File: config.mk
export PLATFORM = sky130hd
export DESIGN_NAME = terminal_key_sequence_decoder
export DESIGN_NICKNAME = d
export VERILOG_FILES = /design/src/hw/rtl/tksd_pkg.sv /design/src/hw/rtl/terminal_key_sequence_decoder.sv
export SDC_FILE = /design/constraint.sdc
export NUM_CORES = 1
export LEC_CHECK = 0
export BUFFER_PORTS_ARGS = -buffer_cell sky130_fd_sc_hd__buf_2
export CAP_MARGIN = 5
export CORE_ASPECT_RATIO = 0.7
export CORE_MARGIN = 4
export CORE_UTILIZATION = 40
export CTS_CLUSTER_SIZE = 16
export DETAILED_ROUTE_END_ITERATION = 12
export PLACE_DENSITY = 0.7
export SLEW_MARGIN = 0
export SYNTH_ARGS = -nofsm -noshare
export SYNTH_HDL_FRONTEND = slang
export SYNTH_SLANG_ARGS = --single-unit
File: constraint.sdc
create_clock -name clock -period 3.95 [get_ports clock]
set_input_delay 0.5925 -clock clock [delete_from_list [all_inputs] [get_ports clock]]
set_output_delay 0.5925 -clock clock [all_outputs]
set_load 0.01 [all_outputs]
File: src/hw/rtl/tksd_pkg.sv
// ----------------------------------------------------------------------------
// tksd_pkg: terminal key sequence decoder shared definitions
// Parser states, key event codes, byte constants and the result record.
// ----------------------------------------------------------------------------
package tksd_pkg;

   // Parser position inside an escape sequence
   typedef enum logic [3:0] {
      ST_IDLE = 4'd0,
      ST_ESC  = 4'd1,
      ST_CSI  = 4'd2,
      ST_DEL  = 4'd3,
      ST_MOD  = 4'd4,
      ST_LAST = 4'd5,
      ST_SS3  = 4'd6,
      ST_HOME = 4'd7,
      ST_END  = 4'd8,
      ST_PAGE = 4'd9
   } state_type;

   // Key event codes
   typedef enum logic [3:0] {
      EV_CHAR  = 4'd0,
      EV_BACK  = 4'd1,
      EV_TAB   = 4'd2,
      EV_ENTER = 4'd3,
      EV_UP    = 4'd4,
      EV_DOWN  = 4'd5,
      EV_RIGHT = 4'd6,
      EV_LEFT  = 4'd7,
      EV_HOME  = 4'd8,
      EV_END   = 4'd9,
      EV_DEL   = 4'd10,
      EV_EOF   = 4'd11
   } event_type;

   // Byte values
   localparam logic [7:0] B_BS      = 8'd8;
   localparam logic [7:0] B_TAB     = 8'd9;
   localparam logic [7:0] B_LF      = 8'd10;
   localparam logic [7:0] B_CR      = 8'd13;
   localparam logic [7:0] B_ESC     = 8'd27;
   localparam logic [7:0] B_DEL     = 8'd127;
   localparam logic [7:0] B_BS_ALT  = 8'd247;
   localparam logic [7:0] B_LBRACK  = 8'h5B; // '['
   localparam logic [7:0] B_UPPER_O = 8'h4F; // 'O'
   localparam logic [7:0] B_TILDE   = 8'h7E; // '~'
   localparam logic [7:0] B_SEMI    = 8'h3B; // ';'
   localparam logic [7:0] B_DIG_1   = 8'h31;
   localparam logic [7:0] B_DIG_3   = 8'h33;
   localparam logic [7:0] B_DIG_4   = 8'h34;
   localparam logic [7:0] B_DIG_5   = 8'h35;
   localparam logic [7:0] B_DIG_6   = 8'h36;
   localparam logic [7:0] B_UPPER_A = 8'h41;
   localparam logic [7:0] B_UPPER_B = 8'h42;
   localparam logic [7:0] B_UPPER_C = 8'h43;
   localparam logic [7:0] B_UPPER_D = 8'h44;
   localparam logic [7:0] B_UPPER_F = 8'h46;
   localparam logic [7:0] B_UPPER_H = 8'h48;

   // One decoded key event
   typedef struct packed {
      logic       echo;
      event_type  code;
      logic [7:0] char_value;
   } result_type;

endpackage

File: src/hw/rtl/terminal_key_sequence_decoder.sv
// ----------------------------------------------------------------------------
// terminal_key_sequence_decoder
// Decodes raw terminal bytes and VT100/ANSI escape sequences into key events.
// ----------------------------------------------------------------------------
// Usage:
//   req_*  : one raw byte per transaction in req_tdata; req_tlast marks end of
//            input (the byte is then ignored and an eof event is produced,
//            parser position unchanged).
//   rsp_*  : zero or one key event per input transaction. rsp_tuser carries
//            the event code and echo flag, rsp_tdata the character byte.
//   csr_*  : single-bit echo enable write; always ready. Write only while
//            no events are in flight.
// Events are registered: in the result register, or in the skid entry while held.
// Throughput: one byte per cycle while req_tready is high; the parser is
//   one state register with a combinational next-state case table.
// Stall: the result register is backed by one skid entry, so a byte is still
//   taken in the cycle the receiver first stalls; req_tready drops only once
//   the skid entry is occupied, and rises again as soon as it drains.
// Reset: synchronous, active high; parser returns to idle, both output
//   entries empty, echo enable set.
// ----------------------------------------------------------------------------
module terminal_key_sequence_decoder
   import tksd_pkg::*;
(
   input  logic       clock,
   input  logic       reset,
   // input byte stream
   input  logic       req_tvalid,
   output logic       req_tready,
   input  logic [7:0] req_tdata,   // [7:0] in_byte
   input  logic       req_tlast,   // end_of_input
   // key events
   output logic       rsp_tvalid,
   input  logic       rsp_tready,
   output logic [7:0] rsp_tdata,   // [7:0] char_value
   output logic [4:0] rsp_tuser,   // [3:0] event_code, [4] echo
   // echo enable register
   input  logic       csr_valid,
   output logic       csr_ready,
   input  logic       csr_data     // echo_enable
);

   state_type  state_ff,  state_in;
   logic       echo_en_ff, echo_en_in;
   logic       out_valid_ff, out_valid_in;
   result_type out_ff, out_in;
   logic       skid_valid_ff, skid_valid_in;
   result_type skid_ff, skid_in;

   logic       req_xfer;
   logic       rsp_xfer;
   logic       has_event;
   event_type  dec_code;
   state_type  dec_next;
   result_type dec_result;
   logic       push;

   assign req_tready = !skid_valid_ff;
   assign req_xfer   = req_tvalid && req_tready;
   assign rsp_xfer   = out_valid_ff && rsp_tready;
   assign csr_ready  = 1'b1;

   // --- parser: one byte in, at most one event out ---
   always_comb begin
      has_event = 1'b0;
      dec_code  = EV_CHAR;
      dec_next  = ST_IDLE;
      case (state_ff)
         ST_IDLE: begin
            if (req_tdata == B_BS || req_tdata == B_DEL || req_tdata == B_BS_ALT) begin
               has_event = 1'b1;
               dec_code  = EV_BACK;
            end else if (req_tdata == B_TAB) begin
               has_event = 1'b1;
               dec_code  = EV_TAB;
            end else if (req_tdata == B_LF || req_tdata == B_CR) begin
               has_event = 1'b1;
               dec_code  = EV_ENTER;
            end else if (req_tdata == B_ESC) begin
               dec_next = ST_ESC;
            end else begin
               has_event = 1'b1;
               dec_code  = EV_CHAR;
            end
         end
         ST_ESC: begin
            if (req_tdata == B_LBRACK)       dec_next = ST_CSI;
            else if (req_tdata == B_UPPER_O) dec_next = ST_SS3;
         end
         ST_CSI: begin
            case (req_tdata)
               B_UPPER_A: begin has_event = 1'b1; dec_code = EV_UP;    end
               B_UPPER_B: begin has_event = 1'b1; dec_code = EV_DOWN;  end
               B_UPPER_C: begin has_event = 1'b1; dec_code = EV_RIGHT; end
               B_UPPER_D: begin has_event = 1'b1; dec_code = EV_LEFT;  end
               B_UPPER_H: begin has_event = 1'b1; dec_code = EV_HOME;  end
               B_UPPER_F: begin has_event = 1'b1; dec_code = EV_END;   end
               B_DIG_3:   dec_next = ST_DEL;
               B_DIG_1:   dec_next = ST_HOME;
               B_DIG_4:   dec_next = ST_END;
               B_DIG_5:   dec_next = ST_PAGE;
               B_DIG_6:   dec_next = ST_PAGE;
               default:   dec_next = ST_IDLE;
            endcase
         end
         ST_SS3: begin
            if (req_tdata == B_UPPER_H) begin
               has_event = 1'b1;
               dec_code  = EV_HOME;
            end else if (req_tdata == B_UPPER_F) begin
               has_event = 1'b1;
               dec_code  = EV_END;
            end
         end
         ST_DEL: begin
            if (req_tdata == B_TILDE) begin
               has_event = 1'b1;
               dec_code  = EV_DEL;
            end else if (req_tdata == B_SEMI) begin
               dec_next = ST_MOD;
            end
         end
         ST_HOME: begin
            if (req_tdata == B_TILDE) begin
               has_event = 1'b1;
               dec_code  = EV_HOME;
            end else if (req_tdata == B_SEMI) begin
               dec_next = ST_MOD;
            end
         end
         ST_END: begin
            if (req_tdata == B_TILDE) begin
               has_event = 1'b1;
               dec_code  = EV_END;
            end
         end
         // page keys: only a modifier may follow, never an event
         ST_PAGE: begin
            if (req_tdata == B_SEMI) dec_next = ST_MOD;
         end
         // modifier key byte; the byte after it is swallowed in ST_LAST
         ST_MOD: begin
            if (req_tdata == B_DIG_3 || req_tdata == B_DIG_5 ||
                req_tdata == B_UPPER_A || req_tdata == B_UPPER_B ||
                req_tdata == B_UPPER_C || req_tdata == B_UPPER_D) begin
               dec_next = ST_LAST;
            end
         end
         default: begin
            dec_next = ST_IDLE;
         end
      endcase

      // end of input overrides everything and keeps the parser where it is
      if (req_tlast) begin
         has_event = 1'b1;
         dec_code  = EV_EOF;
         dec_next  = state_ff;
      end

      dec_result.code       = dec_code;
      dec_result.char_value = (dec_code == EV_CHAR) ? req_tdata : 8'd0;
      dec_result.echo       = (dec_code == EV_CHAR) ? echo_en_ff : 1'b0;
   end

   assign push = req_xfer && has_event;

   // --- output register plus one skid entry ---
   always_comb begin
      state_in      = req_xfer ? dec_next : state_ff;
      echo_en_in    = (csr_valid && csr_ready) ? csr_data : echo_en_ff;
      out_valid_in  = out_valid_ff;
      out_in        = out_ff;
      skid_valid_in = skid_valid_ff;
      skid_in       = skid_ff;
      if (rsp_xfer) begin
         if (skid_valid_ff) begin
            out_in        = skid_ff;
            out_valid_in  = 1'b1;
            skid_valid_in = push;
            skid_in       = dec_result;
         end else begin
            out_valid_in = push;
            out_in       = dec_result;
         end
      end else if (push) begin
         if (!out_valid_ff) begin
            out_valid_in = 1'b1;
            out_in       = dec_result;
         end else begin
            skid_valid_in = 1'b1;
            skid_in       = dec_result;
         end
      end
   end

   always_ff @(posedge clock) begin
      if (reset) begin
         state_ff      <= ST_IDLE;
         echo_en_ff    <= 1'b1;
         out_valid_ff  <= 1'b0;
         skid_valid_ff <= 1'b0;
      end else begin
         state_ff      <= state_in;
         echo_en_ff    <= echo_en_in;
         out_valid_ff  <= out_valid_in;
         skid_valid_ff <= skid_valid_in;
      end
   end

   always_ff @(posedge clock) begin
      out_ff  <= out_in;
      skid_ff <= skid_in;
   end

   assign rsp_tvalid = out_valid_ff;
   assign rsp_tdata  = out_ff.char_value;
   assign rsp_tuser  = {out_ff.echo, out_ff.code};

`ifndef NO_ASSERTIONS
   // the skid entry is only ever filled behind a held output
   a_skid_behind_out: assert property (@(posedge clock) disable iff (reset)
      skid_valid_ff |-> out_valid_ff)
      else $error("skid entry valid with empty output register");

   // end of input leaves the parser position untouched
   a_eof_keeps_state: assert property (@(posedge clock) disable iff (reset)
      (req_xfer && req_tlast) |=> (state_ff == $past(state_ff)))
      else $error("parser state changed on end of input");

   // non-character events carry no byte and no echo
   a_non_char_clean: assert property (@(posedge clock) disable iff (reset)
      (out_valid_ff && out_ff.code != EV_CHAR) |->
         (out_ff.char_value == 8'd0 && !out_ff.echo))
      else $error("non-character event with byte or echo set");

   // after an eof transaction the output register always holds an event in the next cycle
   a_eof_yields_event: assert property (@(posedge clock) disable iff (reset)
      (req_xfer && req_tlast) |=> out_valid_ff)
      else $error("end of input produced no event");
`endif

endmodule
# Yosys cells after proc, flatten, opt, wreduce, memory -nomap -nowiden
# Cells that the tools add are included.
dict set report totals {
  reg_bits 33
  in_bits 15
  output_inout_bits 16
  wordCells 116
}
dict set report classes {
  eq_ne 32
  mux 49
  n_bitwise 1
  n_reduce_logical 24
}
# cell n
set ops {}
lappend ops {{$mux W13} 8}
lappend ops {{$eq A8 B7 Y1 const B} 10}
lappend ops {{$pmux W4 S6} 3}
lappend ops {{$eq A8 B6 Y1 const B} 6}
lappend ops {{$eq A8 B4 Y1 const B} 4}
lappend ops {{$mux W4} 6}
lappend ops {{$mux W1} 21}
lappend ops {{$pmux W4 S4} 1}
lappend ops {{$mux W3} 5}
lappend ops {{$eq A4 B3 Y1 const B} 3}
lappend ops {{$eq A4 B2 Y1 const B} 2}
lappend ops {{$eq A4 B4 Y1 const B} 2}
lappend ops {{$eq A8 B5 Y1 const B} 1}
lappend ops {{$eq A8 B8 Y1 const B} 1}
lappend ops {{$logic_not A4 Y1} 2}
lappend ops {{$logic_or A1 B1 Y1} 8}
lappend ops {{$mux W8} 1}
lappend ops {{$mux W2} 3}
lappend ops {{$reduce_and A2 Y1} 3}
lappend ops {{$reduce_or A6 Y1} 1}
lappend ops {{$eq A4 B1 Y1 const B} 1}
lappend ops {{$pmux W1 S4} 1}
lappend ops {{$reduce_bool A2 Y1} 2}
lappend ops {{$reduce_or A2 Y1} 2}
lappend ops {{7 further kinds} 9}

# Logic depth before layout (Yosys ltp)
dict set report logic_depth {
  depth_word 12
  ltp_mapped 8
  depth_no_buf 5
}

# Worst setup path before layout
# No wires, ideal clock.
dict set report synth_path {
  path_type {input to register}
  start {input req_tdata[5]}
  end {register out_ff, in the netlist rsp_tdata[0] (enable)}
  setup_ns 0.404
  arrival_time_ns 3.065
  t_required_ns 3.546
  path_slack_ns 0.481
  cell_stages 8
  path_buffers 3
  path_cell_list {buf_6 > or4b_1 > buf_2 > a2111oi_4 > a2111o_2 > buf_6 > a21oi_2 > o31ai_1}
}
dict set report synth_via {
  elab_chain_cells 10
  elab_cells_between_ends 31
  cone_classes {eq/ne (14); mux (10); reduce/logical (7)}
}
# item line
set synth_lines {}
lappend synth_lines {{start: declaration} terminal_key_sequence_decoder.sv:30} ;# input logic [7:0] req_tdata,
lappend synth_lines {{$eq A8 B5 Y1 / $eq A8 B4 Y1 (equally long branches)} {terminal_key_sequence_decoder.sv:79, terminal_key_sequence_decoder.sv:76}}
lappend synth_lines {{$mux W1 / $logic_or A1 B1 Y1 (equally long branches)} {terminal_key_sequence_decoder.sv:79, terminal_key_sequence_decoder.sv:76}}
lappend synth_lines {{$mux W1} terminal_key_sequence_decoder.sv:76} ;# end else if (req_tdata == B_LF || req_tdata == B_CR) begin
lappend synth_lines {{$mux W1} terminal_key_sequence_decoder.sv:73} ;# end else if (req_tdata == B_TAB) begin
lappend synth_lines {{$mux W1} terminal_key_sequence_decoder.sv:70} ;# if (req_tdata == B_BS || req_tdata == B_DEL || req_tdata == B_BS_ALT) begin
lappend synth_lines {{$pmux W1 S4 (*)} terminal_key_sequence_decoder.sv:68} ;# case (state_ff)
lappend synth_lines {{$mux W1 (*)} terminal_key_sequence_decoder.sv:155} ;# if (req_tlast) begin
lappend synth_lines {{$logic_and A1 B1 Y1 (*)} terminal_key_sequence_decoder.sv:166} ;# assign push = req_xfer && has_event;
lappend synth_lines {{$reduce_bool A2 Y1 (no source line) (*)} --}
lappend synth_lines {{$reduce_and A2 Y1 (no source line) (*)} --}
lappend synth_lines {{end signal: assignment} terminal_key_sequence_decoder.sv:212} ;# out_ff <= out_in;
lappend synth_lines {{end: declaration} terminal_key_sequence_decoder.sv:46} ;# result_type out_ff, out_in;
# Every way passes the cells marked *; elsewhere a longest branch is shown, timed or not.
# A chain may end at the register's enable or synchronous reset.

# Worst setup path in the final report
dict set report layout_path {
  start {input req_tdata[5]}
  end {register skid_ff[10] (netlist bit) (enable)}
}
dict set report layout_via {
  elab_chain_cells 10
  elab_cells_between_ends 31
  cone_classes {eq/ne (14); mux (10); reduce/logical (7)}
}
# item line
set layout_lines {}
lappend layout_lines {{$eq A8 B5 Y1 / $eq A8 B4 Y1 (equally long branches)} {terminal_key_sequence_decoder.sv:79, terminal_key_sequence_decoder.sv:76}}
lappend layout_lines {{$mux W1 / $logic_or A1 B1 Y1 (equally long branches)} {terminal_key_sequence_decoder.sv:79, terminal_key_sequence_decoder.sv:76}}
lappend layout_lines {{$mux W1} terminal_key_sequence_decoder.sv:76}
lappend layout_lines {{$mux W1} terminal_key_sequence_decoder.sv:73}
lappend layout_lines {{$mux W1} terminal_key_sequence_decoder.sv:70}
lappend layout_lines {{$pmux W1 S4 (*)} terminal_key_sequence_decoder.sv:68}
lappend layout_lines {{$mux W1 (*)} terminal_key_sequence_decoder.sv:155}
lappend layout_lines {{$logic_and A1 B1 Y1 (*)} terminal_key_sequence_decoder.sv:166}
lappend layout_lines {{$reduce_bool A2 Y1 (no source line) (*)} --}
lappend layout_lines {{$reduce_and A3 Y1 (no source line) (*)} --}
lappend layout_lines {{end signal: assignment} terminal_key_sequence_decoder.sv:213} ;# skid_ff <= skid_in;
lappend layout_lines {{end: declaration} terminal_key_sequence_decoder.sv:48} ;# result_type skid_ff, skid_in;
# Marked as above.

==> impl_metrics.csv <==
group,metric,value,unit
logic_synthesis,async_reset_ff_share,0,%
die,start_util,42.19,%
cells_and_area,mostFrequentLayoutCells,"nand2_1, buf_2, edfxtp_1, inv_1, nor3_1",
cells_and_area,nets,255,
cts,cts_resized,0,
detailed_routing,dr.pass1.iters,5,
logic_synthesis,synth_seq_area_share,44.66,%
setup_path,reg2reg_depth,6,
logic_synthesis,syn_inst,220,
global_route,grt_max_degree,19,
cts,path_clk_slew,0.06,ns
cells_and_area,final_common_cell,"nand2_1",
worst_hold_path,hp-class,"reg2reg",
timing,rsz0062_at_grt,"no",
timing,hold_viol_final,0,
logic_synthesis,synth-seq-cells,33,
global_route,antenna_found_initial,0,
worst_hold_path,min-delay-start,"skid_valid_ff",
die,io_pins,31,
detailed_routing,vias,1759,
timing,finalSetupTns,0,ns
global_route,grt_overflow,0,
detailed_routing,antenna_left,0,
place,gp_congestion,0.8645,
global_route,track_usage,15.74,%
logic_synthesis,synth_cell_types,56,
outcome,run_status,"complete, no violations",
setup_path,path_max_fanout,13,
die,rows,21,
cts,cts_hold_buf,0,
timing,tightest_slew,0.6861,ns
cells_and_area,syn_to_final_growth,11.77,%
timing,slew_violations,0,
logic_synthesis,ys_warn_count,0,
logic_synthesis,synthesis.area,2062,um^2
global_route,use_met1,23.50,%
cts,cts_setup_buffers,0,
timing,period_share,67.30,%
setup_path,arrival,2.63,ns
setup_path,critPathLaunch,"req_tdata[5]",
cells_and_area,final_layout_size_suffix_gt1_share,22.82,%
die,die_x,93.82,um
cells_and_area,antenna_cells,0,
power_and_ir_drop,ir_worst_vdd,0.1942,mV
detailed_routing,drt_drc_violations_left,0,
global_route,busiest_layer,"met1",
global_route,grt_pass1_vias,1552,
die,core_area,4887,um^2
cts,cts_root_buffer,"clkbuf_8",
cts,clock_sinks,33,
global_route,use_met3,5.055,%
timing,fmax,376.2,MHz
setup_path,crit_type,"in2reg",
timing,slew-limit-headroom,54.09,%
logic_synthesis,synth_flop_cell,"edfxtp_1",
timing,setup_viol,0,
global_route,use_met2,22.90,%
cts,clockBufferDepth,2,
die,die_h,68.07,um
cts,cts_buffers,5,
place,post-place-cells,302,
place,dp_hpwl,3449,um
cts,cts_max_level,2,
timing,final.setup_skew,0.005485,ns
cts,clock_latency,0.28,ns
cells_and_area,final_cells,310,
job,maxCapViolations,0,
logic_synthesis,synth_area_leaders,"edfxtp_1, dfxtp_1, nand2_1, o31ai_1, nor3_1",
setup_path,worstReg2RegStart,"state_ff[1]",
logic_synthesis,synth_nets,235,
logic_synthesis,synth_edf_count,26,
detailed_routing,vias_per_cell,5.674,
setup_path,required,3.93,ns
cells_and_area,nFillCells,473,
logic_synthesis,yosys.area.top_type,"edfxtp_1",
timing,fin_crit,2.658,ns
global_route,grt_pass1_wl,7762,um
detailed_routing,drt-wirelength-per-cell,15.40,um
detailed_routing,drt_iter0_drc,201,
place,io_buffers,29,
power_and_ir_drop,power_leakage,0.8469,nW
setup_path,critPathLaunchType,"input port",
logic_synthesis,synth.top_cell.area_share,37.86,%
cts,cts_tree,"yes",
die,die_area,6386,um^2
worst_hold_path,min_path_cells,2,
logic_synthesis,avgSynthCellArea,9.373,um^2
power_and_ir_drop,power_density,328.5,nW/um^2
detailed_routing,wl,4774,um
setup_path,worst_setup_path_end_kind,"register",
## cell usage after synthesis (3+ instances only)
library cell,count
nor4b_1,6
nand3_1,8
clkbuf_1,11
nand2_1,34
o21bai_1,4
dfxtp_1,7
inv_1,16
buf_6,3
edfxtp_1,26
nor2_1,7
buf_2,4
or3b_2,3
o31ai_1,10
nand4_1,3
nor4_1,7
a21oi_1,7
nor3_1,12
## per-stage QoR
| stage | power, mW | utilization (%) | worst slack (ns) | hold slack (ns) | instance area [um^2] |
|---|---|---|---|---|---|
| final | 0.7571 | 47.16 | 1.292 | 0.5053 | 2305 |
| after global routing | 0.7957 | 47.16 | 1.166 | 0.5333 | 2305 |
| after CTS | 0.7651 | 47.16 | 1.327 | 0.5062 | 2305 |
| after detailed placement | 0.5233 | 45.47 | 1.030 | 0.4967 | 2222 |
| after global placement | 0.5213 | 45.47 | 1.076 | 0.4934 | 2222 |
| after floorplan | 0.4843 | - | 0.4810 | 0.4601 | 2062 |
## final cells by class
class / instances / area, um^2 / area share [%]
clock buffers: 6 / 72.57 / 3.149
clock inverters: 2 / 10.01 / 0.4343
inverters: 16 / 60.06 / 2.606
multi-input cells: 151 / 979.7 / 42.51
flip-flops and latches: 33 / 920.9 / 39.96
well taps: 69 / 86.33 / 3.746
repair buffers: 33 / 175.2 / 7.600
## cells by family after synthesis
group                     synth area share (%)
AOI/OAI and AO/OA                        18.39
buffers and inverters                    8.070
other                                   0.1819
xor gates and xnor gates                0.8497
muxes                                    1.092
DFF                                      44.66
and+or+nand+nor                          26.76
## flip-flops by register name (all words and copies together), names as in the netlist
register	flops
state_ff	4
rsp_tvalid	1
rsp_tuser	5
rsp_tdata	8
skid_ff	13
echo_en_ff	1
skid_valid_ff	1
## worst max-delay path, stage by stage
cell      delay (ns)
buf_2           0.16
or4b_1          0.71
a211oi_1        0.37
a2111o_2        0.17
a21oi_2         0.06
o41ai_2         0.28
buf_4           0.27
## worst paths after layout
check | endpoint | slack, ns
hold / removal | skid_valid_ff | 0.51
setup / recovery | skid_ff[10] | 1.29
hold reg to reg | skid_valid_ff | 0.51
setup reg to reg | skid_ff[10] | 1.33
## layer usage
layer | up-vias | wire length [um]
met5 | - | 0
met4 | 0 | 0
met3 | 0 | 420
met2 | 78 | 2048
met1 | 813 | 2306
li1 | 868 | -
## power breakdown
part	internal, mW	switching (mW)
Combinational	0.0383	0.0720
Sequential	0.399	0.00673
Clock	0.122	0.119
Note: power is estimated with default switching activity, not from simulation.
